==> src/rtl/adf_pkg.sv <==
// Shared constants and types for the address frame deframer.
package adf_pkg;

    localparam int          PAYLOAD_BYTES_DEF = 8;
    localparam int          PAYLOAD_BYTES_MAX = 8;
    localparam logic [7:0]  START_BYTE        = 8'hE7;
    localparam int          ADDR_W            = 16;
    localparam int          DATA_W            = 8 * PAYLOAD_BYTES_MAX;

    // Parser phase, one-hot.
    typedef enum logic [4:0] {
        PH_WAIT    = 5'b00001,
        PH_ADDR_HI = 5'b00010,
        PH_ADDR_LO = 5'b00100,
        PH_DATA    = 5'b01000,
        PH_CHECK   = 5'b10000
    } t_phase;

    // One recovered frame.
    typedef struct packed {
        logic [ADDR_W-1:0] address;
        logic [DATA_W-1:0] data;
    } t_frame;

endpackage

==> src/rtl/adf_if.sv <==
// Valid/ready channel interfaces for received bytes and recovered frames.
interface adf_rx_if;
    logic       valid;
    logic       ready;
    logic [7:0] rx_byte;

    modport source (output valid, output rx_byte, input ready);
    modport sink   (input valid, input rx_byte, output ready);
endinterface

interface adf_frame_if;
    logic                         valid;
    logic                         ready;
    logic [adf_pkg::ADDR_W-1:0]   frame_address;
    logic [adf_pkg::DATA_W-1:0]   frame_data;

    modport source (output valid, output frame_address, output frame_data, input ready);
    modport sink   (input valid, input frame_address, input frame_data, output ready);
endinterface

==> src/rtl/address_frame_deframer.sv <==
// Top level of the address frame deframer: input register, parser, result register.
//
// Usage:
//   i_rx carries one received serial byte per item. Outside a frame the block
//   waits for start byte 0xE7, then takes a big-endian 16-bit address, the
//   payload bytes (first byte most significant) and a check byte equal to the
//   XOR of all address and payload bytes.
//   o_frame carries one item per frame whose check byte matched: the address
//   and the 64-bit payload. A frame with a bad check byte is dropped silently.
//   A start byte inside a frame is taken as an ordinary byte.
// Throughput: one byte per cycle unless o_frame stalls; the parser steps once per byte.
// Path: a check byte is first captured in the input register; the parser
//   judges the byte held there, and the result register takes the frame when
//   the parser steps on that byte.
// Reset: synchronous, active low; the parser returns to waiting for a start
//   byte and both registers are emptied.
// Stall: while o_frame.ready is low a pending result holds; one more byte is
//   held in the input register, and i_rx.ready then drops until the result
//   is taken.
module address_frame_deframer #(
    parameter int PAYLOAD_BYTES = adf_pkg::PAYLOAD_BYTES_DEF
) (
    input  logic        i_clk,
    input  logic        i_rst_n,
    adf_rx_if.sink      i_rx,
    adf_frame_if.source o_frame
);

    logic            r_in_valid;
    logic [7:0]      r_in_byte;
    logic            r_out_valid;
    adf_pkg::t_frame r_out;
    logic            advance;
    logic            hit;
    adf_pkg::t_frame frame;

    // process the held byte whenever the result register can take a result
    assign advance     = r_in_valid && (!r_out_valid || o_frame.ready);
    assign i_rx.ready  = !r_in_valid || advance;

    adf_parser #(
        .PAYLOAD_BYTES (PAYLOAD_BYTES)
    ) u_parser (
        .i_clk   (i_clk),
        .i_rst_n (i_rst_n),
        .i_step  (advance),
        .i_byte  (r_in_byte),
        .o_hit   (hit),
        .o_frame (frame)
    );

    always_ff @(posedge i_clk) begin
        if (!i_rst_n) begin
            r_in_valid  <= 1'b0;
            r_out_valid <= 1'b0;
        end else begin
            if (i_rx.valid && i_rx.ready) begin
                r_in_valid <= 1'b1;
            end else if (advance) begin
                r_in_valid <= 1'b0;
            end
            if (advance) begin
                r_out_valid <= hit;
            end else if (o_frame.ready) begin
                r_out_valid <= 1'b0;
            end
        end
    end

    always_ff @(posedge i_clk) begin
        if (i_rx.valid && i_rx.ready) begin
            r_in_byte <= i_rx.rx_byte;
        end
        if (advance && hit) begin
            r_out <= frame;
        end
    end

    assign o_frame.valid         = r_out_valid;
    assign o_frame.frame_address = r_out.address;
    assign o_frame.frame_data    = r_out.data;

endmodule

==> src/rtl/adf_parser.sv <==
// Byte-step frame parser: phase tracking, address/payload assembly, running check.
module adf_parser #(
    parameter int PAYLOAD_BYTES = adf_pkg::PAYLOAD_BYTES_DEF
) (
    input  logic            i_clk,
    input  logic            i_rst_n,
    input  logic            i_step,
    input  logic [7:0]      i_byte,
    output logic            o_hit,
    output adf_pkg::t_frame o_frame
);

    localparam int CNT_W = (PAYLOAD_BYTES > 1) ? $clog2(PAYLOAD_BYTES) : 1;
    localparam logic [CNT_W-1:0] CNT_LAST = CNT_W'(PAYLOAD_BYTES - 1);

    adf_pkg::t_phase              r_phase, n_phase;
    logic [CNT_W-1:0]             r_cnt, n_cnt;
    logic [adf_pkg::ADDR_W-1:0]   r_addr, n_addr;
    logic [adf_pkg::DATA_W-1:0]   r_data, n_data;
    logic [7:0]                   r_check, n_check;

    always_comb begin
        n_phase = r_phase;
        n_cnt   = r_cnt;
        n_addr  = r_addr;
        n_data  = r_data;
        n_check = r_check;
        o_hit   = 1'b0;
        if (i_step) begin
            unique case (r_phase)
                adf_pkg::PH_WAIT: begin
                    if (i_byte == adf_pkg::START_BYTE) begin
                        n_phase = adf_pkg::PH_ADDR_HI;
                        n_data  = '0;
                        n_check = '0;
                        n_cnt   = '0;
                    end
                end
                adf_pkg::PH_ADDR_HI: begin
                    n_addr[15:8] = i_byte;
                    n_check      = r_check ^ i_byte;
                    n_phase      = adf_pkg::PH_ADDR_LO;
                end
                adf_pkg::PH_ADDR_LO: begin
                    n_addr[7:0] = i_byte;
                    n_check     = r_check ^ i_byte;
                    n_phase     = adf_pkg::PH_DATA;
                end
                adf_pkg::PH_DATA: begin
                    // shift in at the low end, first byte ends most significant
                    n_data  = {r_data[adf_pkg::DATA_W-9:0], i_byte};
                    n_check = r_check ^ i_byte;
                    if (r_cnt == CNT_LAST) begin
                        n_phase = adf_pkg::PH_CHECK;
                    end else begin
                        n_cnt = r_cnt + 1'b1;
                    end
                end
                adf_pkg::PH_CHECK: begin
                    o_hit   = (i_byte == r_check);
                    n_phase = adf_pkg::PH_WAIT;
                end
                default: begin
                    n_phase = adf_pkg::PH_WAIT;
                end
            endcase
        end
    end

    always_ff @(posedge i_clk) begin
        if (!i_rst_n) begin
            r_phase <= adf_pkg::PH_WAIT;
        end else begin
            r_phase <= n_phase;
        end
    end

    always_ff @(posedge i_clk) begin
        r_cnt   <= n_cnt;
        r_addr  <= n_addr;
        r_data  <= n_data;
        r_check <= n_check;
    end

    assign o_frame.address = r_addr;
    assign o_frame.data    = r_data;

endmodule

==> src/flat_wrapper.sv <==
// flat-port wrapper written by rule: the top's interface ports become plain ports
module address_frame_deframer_flat 
#(
    parameter int PAYLOAD_BYTES = adf_pkg::PAYLOAD_BYTES_DEF
)
  (i_clk, i_rst_n, i_rx_valid, i_rx_rx_byte, i_rx_ready, o_frame_valid, o_frame_frame_address, o_frame_frame_data, o_frame_ready);
  adf_rx_if i_rx_i ();
  adf_frame_if o_frame_i ();
  input  logic i_clk;
  input  logic i_rst_n;
  input wire logic [$bits(i_rx_i.valid)-1:0] i_rx_valid;
  input wire logic [$bits(i_rx_i.rx_byte)-1:0] i_rx_rx_byte;
  output wire logic [$bits(i_rx_i.ready)-1:0] i_rx_ready;
  output wire logic [$bits(o_frame_i.valid)-1:0] o_frame_valid;
  output wire logic [$bits(o_frame_i.frame_address)-1:0] o_frame_frame_address;
  output wire logic [$bits(o_frame_i.frame_data)-1:0] o_frame_frame_data;
  input wire logic [$bits(o_frame_i.ready)-1:0] o_frame_ready;
  assign i_rx_i.valid = i_rx_valid;
  assign i_rx_i.rx_byte = i_rx_rx_byte;
  assign i_rx_ready = i_rx_i.ready;
  assign o_frame_valid = o_frame_i.valid;
  assign o_frame_frame_address = o_frame_i.frame_address;
  assign o_frame_frame_data = o_frame_i.frame_data;
  assign o_frame_i.ready = o_frame_ready;
  address_frame_deframer #(.PAYLOAD_BYTES(PAYLOAD_BYTES)) u_core (.i_clk(i_clk), .i_rst_n(i_rst_n), .i_rx(i_rx_i), .o_frame(o_frame_i));
endmodule
==> config.mk <==
export PLATFORM = sky130hd
export DESIGN_NAME = address_frame_deframer_flat
export DESIGN_NICKNAME = d
export VERILOG_FILES = /design/src/rtl/adf_pkg.sv /design/src/rtl/adf_if.sv /design/src/rtl/address_frame_deframer.sv /design/src/rtl/adf_parser.sv /design/src/flat_wrapper.sv
export SDC_FILE = /design/constraint.sdc
export NUM_CORES = 1
export LEC_CHECK = 0
export ABC_AREA = 1
export ABC_CLOCK_PERIOD_IN_PS = 11850
export BUFFER_PORTS_ARGS = -buffer_cell sky130_fd_sc_hd__buf_2
export CAP_MARGIN = 20
export CORE_MARGIN = 3
export CORE_UTILIZATION = 60
export CTS_CLUSTER_SIZE = 24
export DETAILED_ROUTE_END_ITERATION = 7
export GPL_TIMING_DRIVEN = 1
export PLACE_DENSITY = 0.81
export SLEW_MARGIN = 25
export SYNTH_ARGS = -nofsm -noshare
export SYNTH_HDL_FRONTEND = slang
export SYNTH_SLANG_ARGS = --single-unit
==> constraint.sdc <==
create_clock -name i_clk -period 11.85 [get_ports i_clk]
set_input_delay 0.5925 -clock i_clk [delete_from_list [all_inputs] [get_ports i_clk]]
set_output_delay 0.5925 -clock i_clk [all_outputs]
set_load 0.02 [all_outputs]
* Yosys cells after proc, flatten, opt, wreduce, memory -nomap -nowiden
Cells that the tools add are included.
** Operators by class
- Add/sub/neg operators :: 1
- Multiply operators :: 0
- Div/mod/pow operators :: 0
- $lt $le $gt $ge :: 0
- Eq/ne operators :: 11
- Shift operators :: 0
- Muxes and demuxes :: 16
- Bitwise logic cells :: 1
- Reduce and logical (&&, ||, !) cells :: 18
** Operator list (number)
- $pmux 64 s2 :: 1
- $mux 64 :: 1
- $pmux 5 s4 :: 1
- $pmux 8 s2 :: 1
- $mux 5 :: 2
- $reduce_and 3->1 :: 3
- $eq 8x8->1 :: 1
- $eq 8x8->1 const B :: 1
- $mux 8 :: 1
- $reduce_bool 2->1 :: 4
- $xor 8x8->8 :: 1
- $mux 1 :: 6
- $mux 3 :: 2
- $ne 2x2->1 const B :: 3
- $pmux 3 s2 :: 1
- $eq 5x1->1 const B :: 1
- $eq 5x2->1 const B :: 1
- $eq 5x3->1 const B :: 1
- $eq 5x4->1 const B :: 1
- $eq 5x5->1 const B :: 1
- $reduce_and 2->1 :: 2
- $reduce_and 4->1 :: 1
- $add 3x1->3 const B :: 1
- $eq 3x3->1 const B :: 1
- other kinds (4) :: 8
** Storage, ports and cells
- Register bits after elaboration :: 186
- Bits in latches :: 0
- Memory bits (writable) :: 0
- ROM bits :: 0
- Memories kept :: 0

* Depth between registers and ports, before layout
Gate-level depths: netlist of run 1.
- Depth after elaboration :: 6
- Mapped depth :: 9
- Depth with buffers taken out :: 9

* Modules after synthesis
From an unflattened synthesis of run 1, not the netlist that was laid out.
** Unflattened totals
- Cells, all modules :: 427
- Area total of the unflattened synthesis :: 6627.6 sq um
** By module, submodules not included
- adf_parser :: instances 1, cells an instance 322, area each 3877.5 sq um, seq. area each 2832.7 sq um
- address_frame_deframer :: instances 1, cells an instance 105, area each 2750.1 sq um, seq. area each 2682.6 sq um

* Least setup slack after synthesis of run 1
No wires, ideal clock.
- Path type :: input to register
- Start :: in o_frame_ready
- End :: reg u_core.r_out (netlist bit u_core.o_frame.frame_address[0]), enable pin
- Setup time :: 0.617 ns
- Arrival :: 6.449 ns
- Required time :: 11.233 ns
- Setup slack :: 4.784 ns
- Cell stages on the path :: 4
- Cell sequence :: nor2_1 nor2_2 nand3b_1 nor3_1
** Between the ends
- Cells in the longest elaborated chain, start to end :: 4
** Ends and longest elaborated chain
- start, declared :: RTL line flat_wrapper.sv:17 : input wire logic [$bits(o_frame_i.ready)-1:0] o_frame_ready;
- $logic_or 1x1->1 (*) :: RTL line address_frame_deframer.sv:38 : assign advance = r_in_valid && (!r_out_valid || o_frame.ready);
- $logic_and 1x1->1 (*) :: RTL line address_frame_deframer.sv:38
- $mux 1 :: RTL line adf_parser.sv:29 : if (i_step) begin
- $logic_and 1x1->1 (*) :: RTL line address_frame_deframer.sv:74 : if (advance && hit) begin
- end signal, assigned :: RTL line address_frame_deframer.sv:75 : r_out <= frame;
- end, declared :: RTL line address_frame_deframer.sv:32 : adf_pkg::t_frame r_out;
Every way passes the cells marked *; elsewhere a longest branch is shown, timed or not.
A chain may end at the register's enable or synchronous reset.

* Worst setup path after layout of run 1
- Start :: reg u_core.r_in_byte[4]
- End :: reg u_core.u_parser.r_data[46] (netlist bit), enable pin
** Between the ends
- Cells in the longest elaborated chain, start to end :: 3
** Ends and longest elaborated chain
- start, declared :: RTL line address_frame_deframer.sv:30 : logic [7:0] r_in_byte;
- start signal, assigned :: RTL line address_frame_deframer.sv:72 : r_in_byte <= i_rx.rx_byte;
- $eq 8x8->1 :: RTL line adf_parser.sv:32 : if (i_byte == adf_pkg::START_BYTE) begin
- $ne 2x2->1 (no line)
- $reduce_and 3->1 (no line)
- end signal, assigned :: RTL line adf_parser.sv:81 : r_data <= n_data;
- end, declared :: RTL line adf_parser.sv:19 : logic [adf_pkg::DATA_W-1:0] r_data, n_data;
No other way between the ends.

==> results.md, run 1 <==
- Ports: 94
- CTS Buf Count: 17
- CTS Hold Buffers Added: 0
- # diodes: 0
- CTS tree: done
- Yosys warning count: 0
- HPWL after detailed placement: 7110 um
- Finished Layout Cells: 688
- Worst EP arrival: 2420 ps
- H-tree depth: 4
- Clock transition at path regs: 70 ps
- Measured slew at the worst slew-check pin: 820 ps
- Via density: 5.08
- Initial antenna violation count: 0
- Vias in the first global route: 3525
- Crit path cell chain: inv_1, nand2_1, nor2_1, nand2_1, nand2_4, nand2_1, a21oi_4, buf_4
- Final Hold Viols: 0
- Peak supply drop: 0.123 mV
- Layout area overhead: 18.1%
- Slew margin rel.: 0.453
- Layout Utilization: 0.741
- WP data required: 12010 ps
- Initial Util: 0.627
- Share of layout cells above drive strength 1: 0.243
- # resized after CTS: 0
- Pre-antenna DRT Iters: 4
- Setup Total Neg Slack: 0 ps
- Crit Path Category: flop to flop
- Total Wirelength: 12000 um
- Vert. Die Dim: 111 um
- Cell mode on critical path: nand2_1
- Synth async-reset ratio: 0
- # setup viols final: 0
- Final weighted congestion in routability-driven placement: 0.822
- DIE WIDTH: 111 um
- Max Root-Sink Buffers: 2
- Mean routed wirelength per cell: 17.4 um
- Synth Instances: 430
- Period minus WS final: 2260 ps
- Synth top cells by count: edfxtp_1 (179), nor2_1 (90), inv_1 (83)
- Placed insts: 656
- Met3 wire length: 615 um
- Final ANT Viol Nets: 0
- Row count: 37
- Avg Cell Area, Syn: 15.3 um2
- Gr usage total: 0.208
- Tcrit/Tclk final: 0.191
- Clk root buf: clkbuf_8
- Largest delay contributor family on the critical path: buffers and inverters
- Wire length on met1: 4780 um
- CP max-delay cell: buf_4
- CTS Sinks: 186
- RSZ-0062 raised after global routing: no
- Final net count: 553
- Vias after detailed routing: 3495
- Critical path buffers and inverters: 2
- Largest cells by area after synthesis: edfxtp_1 (82%), nor2_1 (5.1%), inv_1 (4.7%), dfxtp_1 (2.1%), nand2_1 (1.7%)
- Synth Net Count: 444
- Crit path launch type: flop
- Critical path's largest stage delay: 660 ps
- Pin count of the biggest net entering global routing: 70
- Static leakage: 3.07 nW
- Detail Route met2 WL: 6310 um
- # DRC: 0
- Yosys top cell area share: 0.819
- Min Hold Slack: 236 ps
- Synth Register Bits: 186
- Worst-path fanout max: 64
- Tightest Hold Check Type: primary input to flop
- FILL cells: 607
- Skew final: 9.43 ps
- Max layer used: met4
- Buffers on Ports: 93
- Achievable Freq: 0.443 GHz
- Die ar.: 12200 um2
- Status: finished, final reports clean
- Yosys top cell by area: edfxtp_1
- Final Max Slew Viols: 0
- Critical Path End Type: flop
- Mapped Area: 6560 um2
- Latest clock arrival within the worst-skew pair: 530 ps
- Iter 0 DRT Violations: 315
- Cell Pwr Density: 162 nW/um2
- Post-synthesis sequential area ratio: 0.840
- EDFF count, synth: 179
- GR Overflow Total: 0
- Core area: 10500 um2
- Post-synth cell types: 20
- Ys flop type: edfxtp_1
- Max Cap Viol: 0
- Postcts setup bufs: 0
- First-pass GRT wire length: 18900 um
- Top-count cell post-synth: edfxtp_1
## where the power goes
group / internal [W] / switching [W]
logic: 0.00000310 / 0.00000548
clock network: 0.000299 / 0.000233
registers: 0.000713 / 0.00000252
total: 0.00102 / 0.000241
## layout by cell type (no fill, tap or decap), drive strengths merged, types with 6 or more instances in the layout
cell / synthesis / routed
nand3: 8 / 8
nor2: 94 / 94
inv: 83 / 84
xnor2: 6 / 6
a21oi: 9 / 9
clkbuf: 4 / 20
clkinv: 0 / 7
dfxtp: 7 / 7
edfxtp: 179 / 179
buf: 3 / 97
nand2: 30 / 30
## state kept, by name, indices dropped and copies added, names as in the netlist
signal                        count
u_core.u_parser.r_phase           5
u_core.o_frame.frame_address     16
u_core.u_parser.r_addr           16
u_core.o_frame.frame_data        64
u_core.u_parser.r_data           64
u_core.u_parser.r_check           8
u_core.r_in_byte                  8
u_core.u_parser.r_cnt             3
u_core.r_in_valid                 1
u_core.o_frame.valid              1
## final timing paths
check	start	slack (ps)	depth (start not counted)	end
worst max-delay path	u_core.r_in_byte[4]	9590	8	u_core.u_parser.r_data[46]
worst min-delay path	i_rx_rx_byte[6]	240	1	u_core.r_in_byte[6]
worst max register to register	u_core.r_in_byte[4]	9590	8	u_core.u_parser.r_data[46]
worst min register to register	u_core.u_parser.r_addr[8]	420	0	u_core.o_frame.frame_address[8]
## cells by family (layout without fill, tap and decap cells)
| kind of cell | after synthesis | in the layout | share of synthesized area |
|---|---|---|---|
| fa+ha+maj | 2 | 2 | 0.00381 |
| buf+inv | 90 | 212 | 0.0539 |
| flops | 186 | 186 | 0.840 |
| xor+xnor | 7 | 7 | 0.00934 |
| compound gates | 9 | 9 | 0.00686 |
| simple gates | 136 | 136 | 0.0858 |
## metrics by stage
step | cell area (um2) | power (W) | setup WS, ps
after floorplan | 6560 | 0.000734 | 4780
after global placement | 7200 | 0.000738 | 9540
after detailed placement | 7200 | 0.000738 | 9470
after CTS | 7750 | 0.00126 | 9600
after global routing | 7750 | 0.00129 | 9450
final | 7750 | 0.00126 | 9590
## routing by layer
| metal | track usage | up-vias |
|---|---|---|
| li1 | - | 1641 |
| met1 | 0.244 | 1707 |
| met2 | 0.353 | 122 |
| met3 | 0.0619 | 25 |
| met4 | 0.0952 | 0 |
| met5 | 0 | - |
## layout make-up
| type | instances | area (um2) | share of cell area |
|---|---|---|---|
| clock inverters | 12 | 125 | 0.0161 |
| repair buffers | 97 | 495 | 0.0639 |
| clock buffers | 20 | 425 | 0.0549 |
| inverters | 83 | 312 | 0.0402 |
| well taps | 136 | 170 | 0.0219 |
| multi-input cells | 154 | 711 | 0.0917 |
| flip-flops and latches | 186 | 5520 | 0.711 |
(Power assumes the default switching activity.)
==> inputs of run 2 (changes only) <==
ABC_CLOCK_PERIOD_IN_PS = 2060   (was 11850)
CORE_UTILIZATION = 51   (was 60)
PLACE_DENSITY = 0.73   (was 0.81)
clock period = 2.06 ns   (was 11.85 ns; I/O delays follow)
==> run 2 against run 1 <==
  * Critical path depth unchanged
  * Total power rose to 6.0 times the previous value
  * Worst setup slack got worse by 9400 ps
  * Sequential cell count did not move
  * Routed wire length decreased by 9.4%
  * Utilization is 8.6 points lower
  * Die area is 17% higher
  * Hold slack improved by 160 ps
  * Sequential share of layout area shrank 2.7 points
  * Final area grew 4.1%
  * Critical path type unchanged
  * Largest power group unchanged
==> results.md, run 2 (synthesis gave the netlist of run 1 again) <==
- Status: finished, final reports clean (unchanged)
- H-tree depth: 4 (unchanged)
- R2R setup slack: 180 ps (was 9590 ps)
- Static leakage: 3.20 nW (was 3.07 nW)
- Gr usage total: 0.162 (was 0.208)
- Placed insts: 690 (was 656)
- Latest clock arrival within the worst-skew pair: 430 ps (was 530 ps)
- Buffers on Ports: 93 (unchanged)
- Period minus WS final: 1880 ps (was 2260 ps)
- Cell Pwr Density: 935 nW/um2 (was 162 nW/um2)
- Total Wirelength: 10900 um (was 12000 um)
- Iter 0 DRT Violations: 236 (was 315)
- Critical Path Start: u_core.r_in_byte[4] (unchanged)
- Most common cell after layout, fill and taps aside: edfxtp_1 (unchanged)
- # DRC: 0 (unchanged)
- CTS Buf Count: 17 (unchanged)
- Layout area overhead: 22.9% (was 18.1%)
- Final weighted congestion in routability-driven placement: 0.819 (was 0.822)
- Initial antenna violation count: 0 (unchanged)
- R2R cell count: 8 (unchanged)
- Multi-input logic area: 737 um2 (was 711 um2)
- Crit Path Category: flop to flop (unchanged)
- DIE WIDTH: 119 um (was 111 um)
- Max layer used: met4 (unchanged)
- CP Capture Point: u_core.u_parser.r_data[54] (was u_core.u_parser.r_data[46])
- # setup viols final: 0 (unchanged)
- Achievable Freq: 0.532 GHz (was 0.443 GHz)
- # diodes: 0 (unchanged)
- Critical Path End Type: flop (unchanged)
- Vert. Die Dim: 119 um (was 111 um)
- First-pass GRT wire length: 17300 um (was 18900 um)
- PnR Total Power: 0.00754 W (was 0.00126 W)
- Most frequent cells in the layout: edfxtp_1 (179), buf_2 (93), nor2_1 (89) (was edfxtp_1 (179), buf_2 (93), nor2_1 (90))
- GR Overflow Total: 0 (unchanged)
- Clk root buf: clkbuf_16 (was clkbuf_8)
- Mean routed wirelength per cell: 14.8 um (was 17.4 um)
- RR Endpoint: u_core.u_parser.r_data[54] (was u_core.u_parser.r_data[46])
- Met3 wire length: 562 um (was 615 um)
- Core area: 12300 um2 (was 10500 um2)
- Tcrit/Tclk final: 0.913 (was 0.191)
- Wire length on met1: 4390 um (was 4780 um)
- Vias in the first global route: 3491 (was 3525)
- Ports: 94 (unchanged)
- Pre-antenna DRT Iters: 4 (unchanged)
- Detail Route met2 WL: 5620 um (was 6310 um)
- # resized after CTS: 0 (unchanged)
- Row count: 40 (was 37)
- Tightest Hold Check Type: primary input to flop (unchanged)
- Worst EP arrival: 2000 ps (was 2420 ps)
- Finished Layout Cells: 732 (was 688)
- Setup Total Neg Slack: 0 ps (unchanged)
- Slew margin rel.: 0.646 (was 0.453)
- CTS tree: done (unchanged)
- Vias after detailed routing: 3428 (was 3495)
- Initial Util: 0.533 (was 0.627)
- RSZ-0062 raised after global routing: no (unchanged)
- Measured slew at the worst slew-check pin: 530 ps (was 820 ps)
- Max Cap Viol: 0 (unchanged)
- CTS Sinks: 186 (unchanged)
- Max Root-Sink Buffers: 2 (unchanged)
- Final net count: 566 (was 553)
- Final ANT Viol Nets: 0 (unchanged)
- HPWL after detailed placement: 6800 um (was 7110 um)
- Peak supply drop: 0.632 mV (was 0.123 mV)
- Critical R2R Launch: u_core.r_in_byte[4] (unchanged)
- Pin count of the biggest net entering global routing: 69 (was 70)
- Clock transition at path regs: 60 ps (was 70 ps)
- WP data required: 2170 ps (was 12010 ps)
- Die ar.: 14300 um2 (was 12200 um2)
- Share of layout cells above drive strength 1: 0.252 (was 0.243)
- Via density: 4.68 (was 5.08)
- Worst-path fanout max: 39 (was 64)
- FILL cells: 848 (was 607)
- Register area: 5520 um2 (about the same)
- Crit path launch type: flop (unchanged)
- Final Max Slew Viols: 0 (unchanged)
- Skew final: 7.56 ps (was 9.43 ps)
- Final Hold Viols: 0 (unchanged)
-- run 2: worst min path at each step --
stage	start	endpoint	slack, ps	depth (start not counted)
final	i_rx_rx_byte[3]	u_core.r_in_byte[3]	400	2
after global routing	i_rx_rx_byte[3]	u_core.r_in_byte[3]	400	2
after CTS	i_rx_rx_byte[2]	u_core.r_in_byte[2]	380	2
after detailed placement	i_rx_rx_byte[3]	u_core.r_in_byte[3]	290	1
after global placement	i_rx_rx_byte[0]	u_core.r_in_byte[0]	280	1
after floorplan	i_rst_n	u_core.u_parser.r_phase[0]	190	1
-- run 2: area by class of cell --
class / instances / share of cell area
sequential: 186 / 0.684
clock inverter: 14 / 0.0239
inverter: 83 / 0.0386
clock buffer: 17 / 0.0527
timing repair buffer: 110 / 0.0831
tap: 168 / 0.0261
multi-input combinational: 154 / 0.0913
-- run 2: power by group --
| group | internal [W] | switching [W] | total (W) |
|---|---|---|---|
| clock | 0.00203 | 0.00133 | 0.00336 |
| sequential | 0.00410 | 0.0000140 | 0.00412 |
| combinational | 0.0000327 | 0.0000362 | 0.0000689 |
-- run 2: layer usage --
| metal | up-vias | global-route usage |
|---|---|---|
| met5 | - | 0 |
| met4 | 0 | 0.0795 |
| met3 | 24 | 0.0480 |
| met2 | 95 | 0.279 |
| met1 | 1637 | 0.186 |
| li1 | 1672 | - |
-- run 2: timing repair --
item / CTS / global route
hold buffers: 11 / 0
setup buffers: 0 / 0
endpoints found under the setup margin: 0 / 0
endpoints found under the hold margin: 13 / 0
-- run 2: critical path: stages (launching register included) --
cell	delay (ps)
edfxtp_1	450
inv_1	100
nand2_1	70
nor2_1	130
nand2_1	120
nand2_4	90
nand2_1	120
a21oi_4	210
buf_12	250
-- run 2: stage by stage --
step                setup WS (ps)  hold WS [ps]   util  area [um2]
global route                 24.6           395  0.655        8070
floorplan                   -1110           187      -        6610
global placement              272           282  0.596        7340
finish                        179           399  0.655        8070
CTS                           162           380  0.655        8070
detailed placement            189           285  0.596        7340
==> inputs of run 3 (changes only) <==
ABC_AREA = not set   (was 1)
RECOVER_POWER = 25   (was not set)
==> run 3 against run 2 <==
  * Total power shrank 2.7%
  * Non-clock buffer count grew 6
  * Die area shrank 1.6%
  * Fmax shrank 3.5%
  * Clock skew shrank 0.77 ps
  * Cell count shrank 13%
  * Worst setup slack lost 67 ps
  * Final area shrank 1.6%
  * Register-to-register slack lost 70 ps
  * Critical path depth shrank 2
  * Sequential cell count is the same
  * First-iteration DRC count grew 1.3%
  * Highest routed layer unchanged
==> results.md, run 3 <==
- Clock transition at path regs: 70 ps (was 60 ps)
- Final Max Slew Viols: 0 (unchanged)
- CTS Buf Count: 17 (unchanged)
- Die ar.: 14000 um2 (was 14300 um2)
- Slew margin rel.: 0.490 (was 0.646)
- Worst Hold Endpoint: u_core.o_frame.valid (was u_core.r_in_byte[3])
- Final Hold Viols: 0 (unchanged)
- # DRC: 0 (unchanged)
- Layout area overhead: 23.1% (was 22.9%)
- Synth Net Count: 348 (was 444)
- Largest cells by area after synthesis: edfxtp_1 (83%), and3_1 (5.9%), dfxtp_1 (2.2%), xnor2_1 (1.1%), and3_2 (0.70%) (was edfxtp_1 (82%), nor2_1 (5.1%), inv_1 (4.7%), dfxtp_1 (2.1%), nand2_1 (1.7%))
- Most common cell after layout, fill and taps aside: edfxtp_1 (unchanged)
- GR Overflow Total: 0 (unchanged)
- Final net count: 468 (was 566)
- Avg Cell Area, Syn: 19.3 um2 (was 15.3 um2)
- RR Endpoint: u_core.o_frame.frame_data[44] (was u_core.u_parser.r_data[54])
- EDFF count, synth: 179 (unchanged)
- Row count: 40 (unchanged)
- Pin count of the biggest net entering global routing: 69 (unchanged)
- Max Root-Sink Buffers: 2 (unchanged)
- HPWL after detailed placement: 6550 um (was 6800 um)
- Setup Total Neg Slack: 0 ps (unchanged)
- Buffers on Ports: 93 (unchanged)
- Mean routed wirelength per cell: 17.0 um (was 14.8 um)
- Vias in the first global route: 3225 (was 3491)
- Core area: 12200 um2 (was 12300 um2)
- Peak supply drop: 0.445 mV (was 0.632 mV)
- Synth async-reset ratio: 0 (unchanged)
- Yosys warning count: 0 (unchanged)
- Initial antenna violation count: 0 (unchanged)
- CP max-delay cell: edfxtp_1 (unchanged)
- Ports: 94 (unchanged)
- Mapped Area: 6450 um2 (was 6560 um2)
- Post-synthesis sequential area ratio: 0.855 (was 0.840)
- Pre-antenna DRT Iters: 6 (was 4)
- Gr usage total: 0.162 (about the same)
- Post-synth cell types: 37 (was 20)
- Critical hold path startpoint: o_frame_ready (was i_rx_rx_byte[3])
- Final ANT Viol Nets: 0 (unchanged)
- Skew final: 6.78 ps (was 7.56 ps)
- Setup WS post-layout: 111 ps (was 179 ps)
- Vert. Die Dim: 118 um (was 119 um)
- Max Cap Viol: 0 (unchanged)
- Worst-path fanout max: 32 (was 39)
- Final weighted congestion in routability-driven placement: 0.826 (was 0.819)
- Static leakage: 3.17 nW (was 3.20 nW)
- Share of layout cells above drive strength 1: 0.313 (was 0.252)
- R2R setup slack: 110 ps (was 180 ps)
- Ys flop type: edfxtp_1 (unchanged)
- Crit path launch type: flop (unchanged)
- Via density: 5.12 (was 4.68)
- Top-count cell post-synth: edfxtp_1 (unchanged)
- DIE WIDTH: 118 um (was 119 um)
- Critical Path End Type: flop (unchanged)
- Cell Pwr Density: 924 nW/um2 (was 935 nW/um2)
- Synth Instances: 334 (was 430)
- Hold path depth: 3 (was 2)
- # setup viols final: 0 (unchanged)
- Latest clock arrival within the worst-skew pair: 420 ps (was 430 ps)
- Period minus WS final: 1950 ps (was 1880 ps)
- WP data required: 2180 ps (was 2170 ps)
- Iter 0 DRT Violations: 239 (was 236)
- R2R cell count: 6 (was 8)
- Setup WS pre-CTS: 104 ps (was 189 ps)
- Crit path cell chain: clkbuf_1, xnor2_1, nand3_1, nor4_4, buf_4, clkbuf_16 (was inv_1, nand2_1, nor2_1, nand2_1, nand2_4, nand2_1, a21oi_4, buf_12)
- Achievable Freq: 0.513 GHz (was 0.532 GHz)
- Tcrit/Tclk final: 0.946 (was 0.913)
- Initial Util: 0.528 (was 0.533)
- CTS tree: done (unchanged)
- Tightest Hold Check Type: primary input to flop (unchanged)
- Yosys top cell by area: edfxtp_1 (unchanged)
- First-pass GRT wire length: 17100 um (was 17300 um)
- Critical R2R Launch: u_core.r_in_byte[3] (was u_core.r_in_byte[4])
- Critical path's largest stage delay: 390 ps (was 450 ps)
- Synth Register Bits: 186 (unchanged)
- Synth top cells by count: edfxtp_1 (179), and3_1 (61), nor2_1 (12) (was edfxtp_1 (179), nor2_1 (90), inv_1 (83))
- Vias after detailed routing: 3244 (was 3428)
- Crit Path Category: flop to flop (unchanged)
- Layout Utilization: 0.650 (was 0.655)
- CTS Sinks: 186 (unchanged)
- RSZ-0062 raised after global routing: no (unchanged)
- Most frequent cells in the layout: edfxtp_1 (179), buf_2 (85), and3_1 (61) (was edfxtp_1 (179), buf_2 (93), nor2_1 (89))
- Worst EP arrival: 2070 ps (was 2000 ps)
- Total Wirelength: 10800 um (was 10900 um)
- # diodes: 0 (unchanged)
- Yosys top cell area share: 0.833 (was 0.819)
- Measured slew at the worst slew-check pin: 765 ps (was 530 ps)
- Clk root buf: clkbuf_16 (unchanged)
- Status: finished, final reports clean (unchanged)
- H-tree depth: 4 (unchanged)
-- run 3: cell count changes in the layout (fill, tap and decap cells not counted), sizes merged, moves of 4 or more --
cell | before | now
a21oi | 9 | 3
inv | 87 | 7
clkbuf | 17 | 29
nor2b | 0 | 4
nand2 | 30 | 4
and3 | 0 | 67
nand3 | 8 | 3
nor2 | 94 | 12
-- run 3: kinds of logic (layout without fill, tap and decap cells) --
| group | Yosys count | after routing | share of synthesized area |
|---|---|---|---|
| DFF | 186 | 186 | 0.855 |
| xor gates and xnor gates | 9 | 9 | 0.0122 |
| and+or+nand+nor | 106 | 106 | 0.0997 |
| buffers and inverters | 17 | 149 | 0.0126 |
| muxes | 2 | 2 | 0.00310 |
| AOI/OAI and AO/OA | 12 | 12 | 0.0140 |
| adders and majority gates | 2 | 2 | 0.00388 |
-- run 3: report_power, final --
part	switching [W]	internal [W]	total, W	leakage (nW)
clock	0.00134	0.00180	0.00314	0.279
sequential	0.0000226	0.00411	0.00413	1.81
combinational	0.0000311	0.0000356	0.0000667	1.08
total	0.00139	0.00594	0.00733	3.17
-- run 3: per-layer routing --
metal	track usage	part of all wire
met1	0.204	0.43
met2	0.267	0.50
met3	0.0488	0.049
met4	0.0644	0.015
met5	0	0
-- run 3: cell type report --
cell class / count / area, um2
multi-input combinational: 131 / 912
timing repair buffer: 116 / 721
clock buffer: 19 / 433
inverter: 2 / 7.51
fill: 847 / 4270
sequential: 186 / 5520
clock inverter: 12 / 139
tap: 168 / 210
-- run 3: how the worst max path moves through the flow --
| stage | from | end | cells after the start |
|---|---|---|---|
| detailed placement | u_core.r_in_byte[2] | u_core.o_frame.frame_data[48] | 4 |
| CTS | u_core.r_in_byte[2] | u_core.o_frame.frame_data[47] | 4 |
| global placement | u_core.r_in_byte[2] | u_core.o_frame.frame_data[47] | 4 |
| finish | u_core.r_in_byte[3] | u_core.o_frame.frame_data[44] | 6 |
| global route | u_core.r_in_byte[6] | u_core.o_frame.frame_data[61] | 5 |
| floorplan | u_core.r_in_byte[6] | u_core.o_frame.frame_address[0] | 3 |
-- run 3: stage by stage --
stage / power (W) / std cells / area [um2] / hold WS (ps)
after global routing: 0.00755 / 634 / 7940 / 54.0
after global placement: 0.00426 / 591 / 7240 / 280
after CTS: 0.00739 / 632 / 7910 / 26.2
after floorplan: 0.00423 / 334 / 6500 / 202
final: 0.00733 / 634 / 7940 / 46.8
after detailed placement: 0.00426 / 591 / 7240 / 281
-- run 3: worst max-delay path, delay by kind of cell (launching register included) --
family,cells,cell delay [ps]
XOR/XNOR,1,200
buffers and inverters,3,610
flip-flops,1,390
AND/OR/NAND/NOR,2,420
-- run 3: what timing repair did --
item,in CTS,in global routing
setup endpoints to repair,0,64
hold buffers,10,0
hold endpoints to repair,11,0
buffers inserted,0,1
resized for setup,0,6
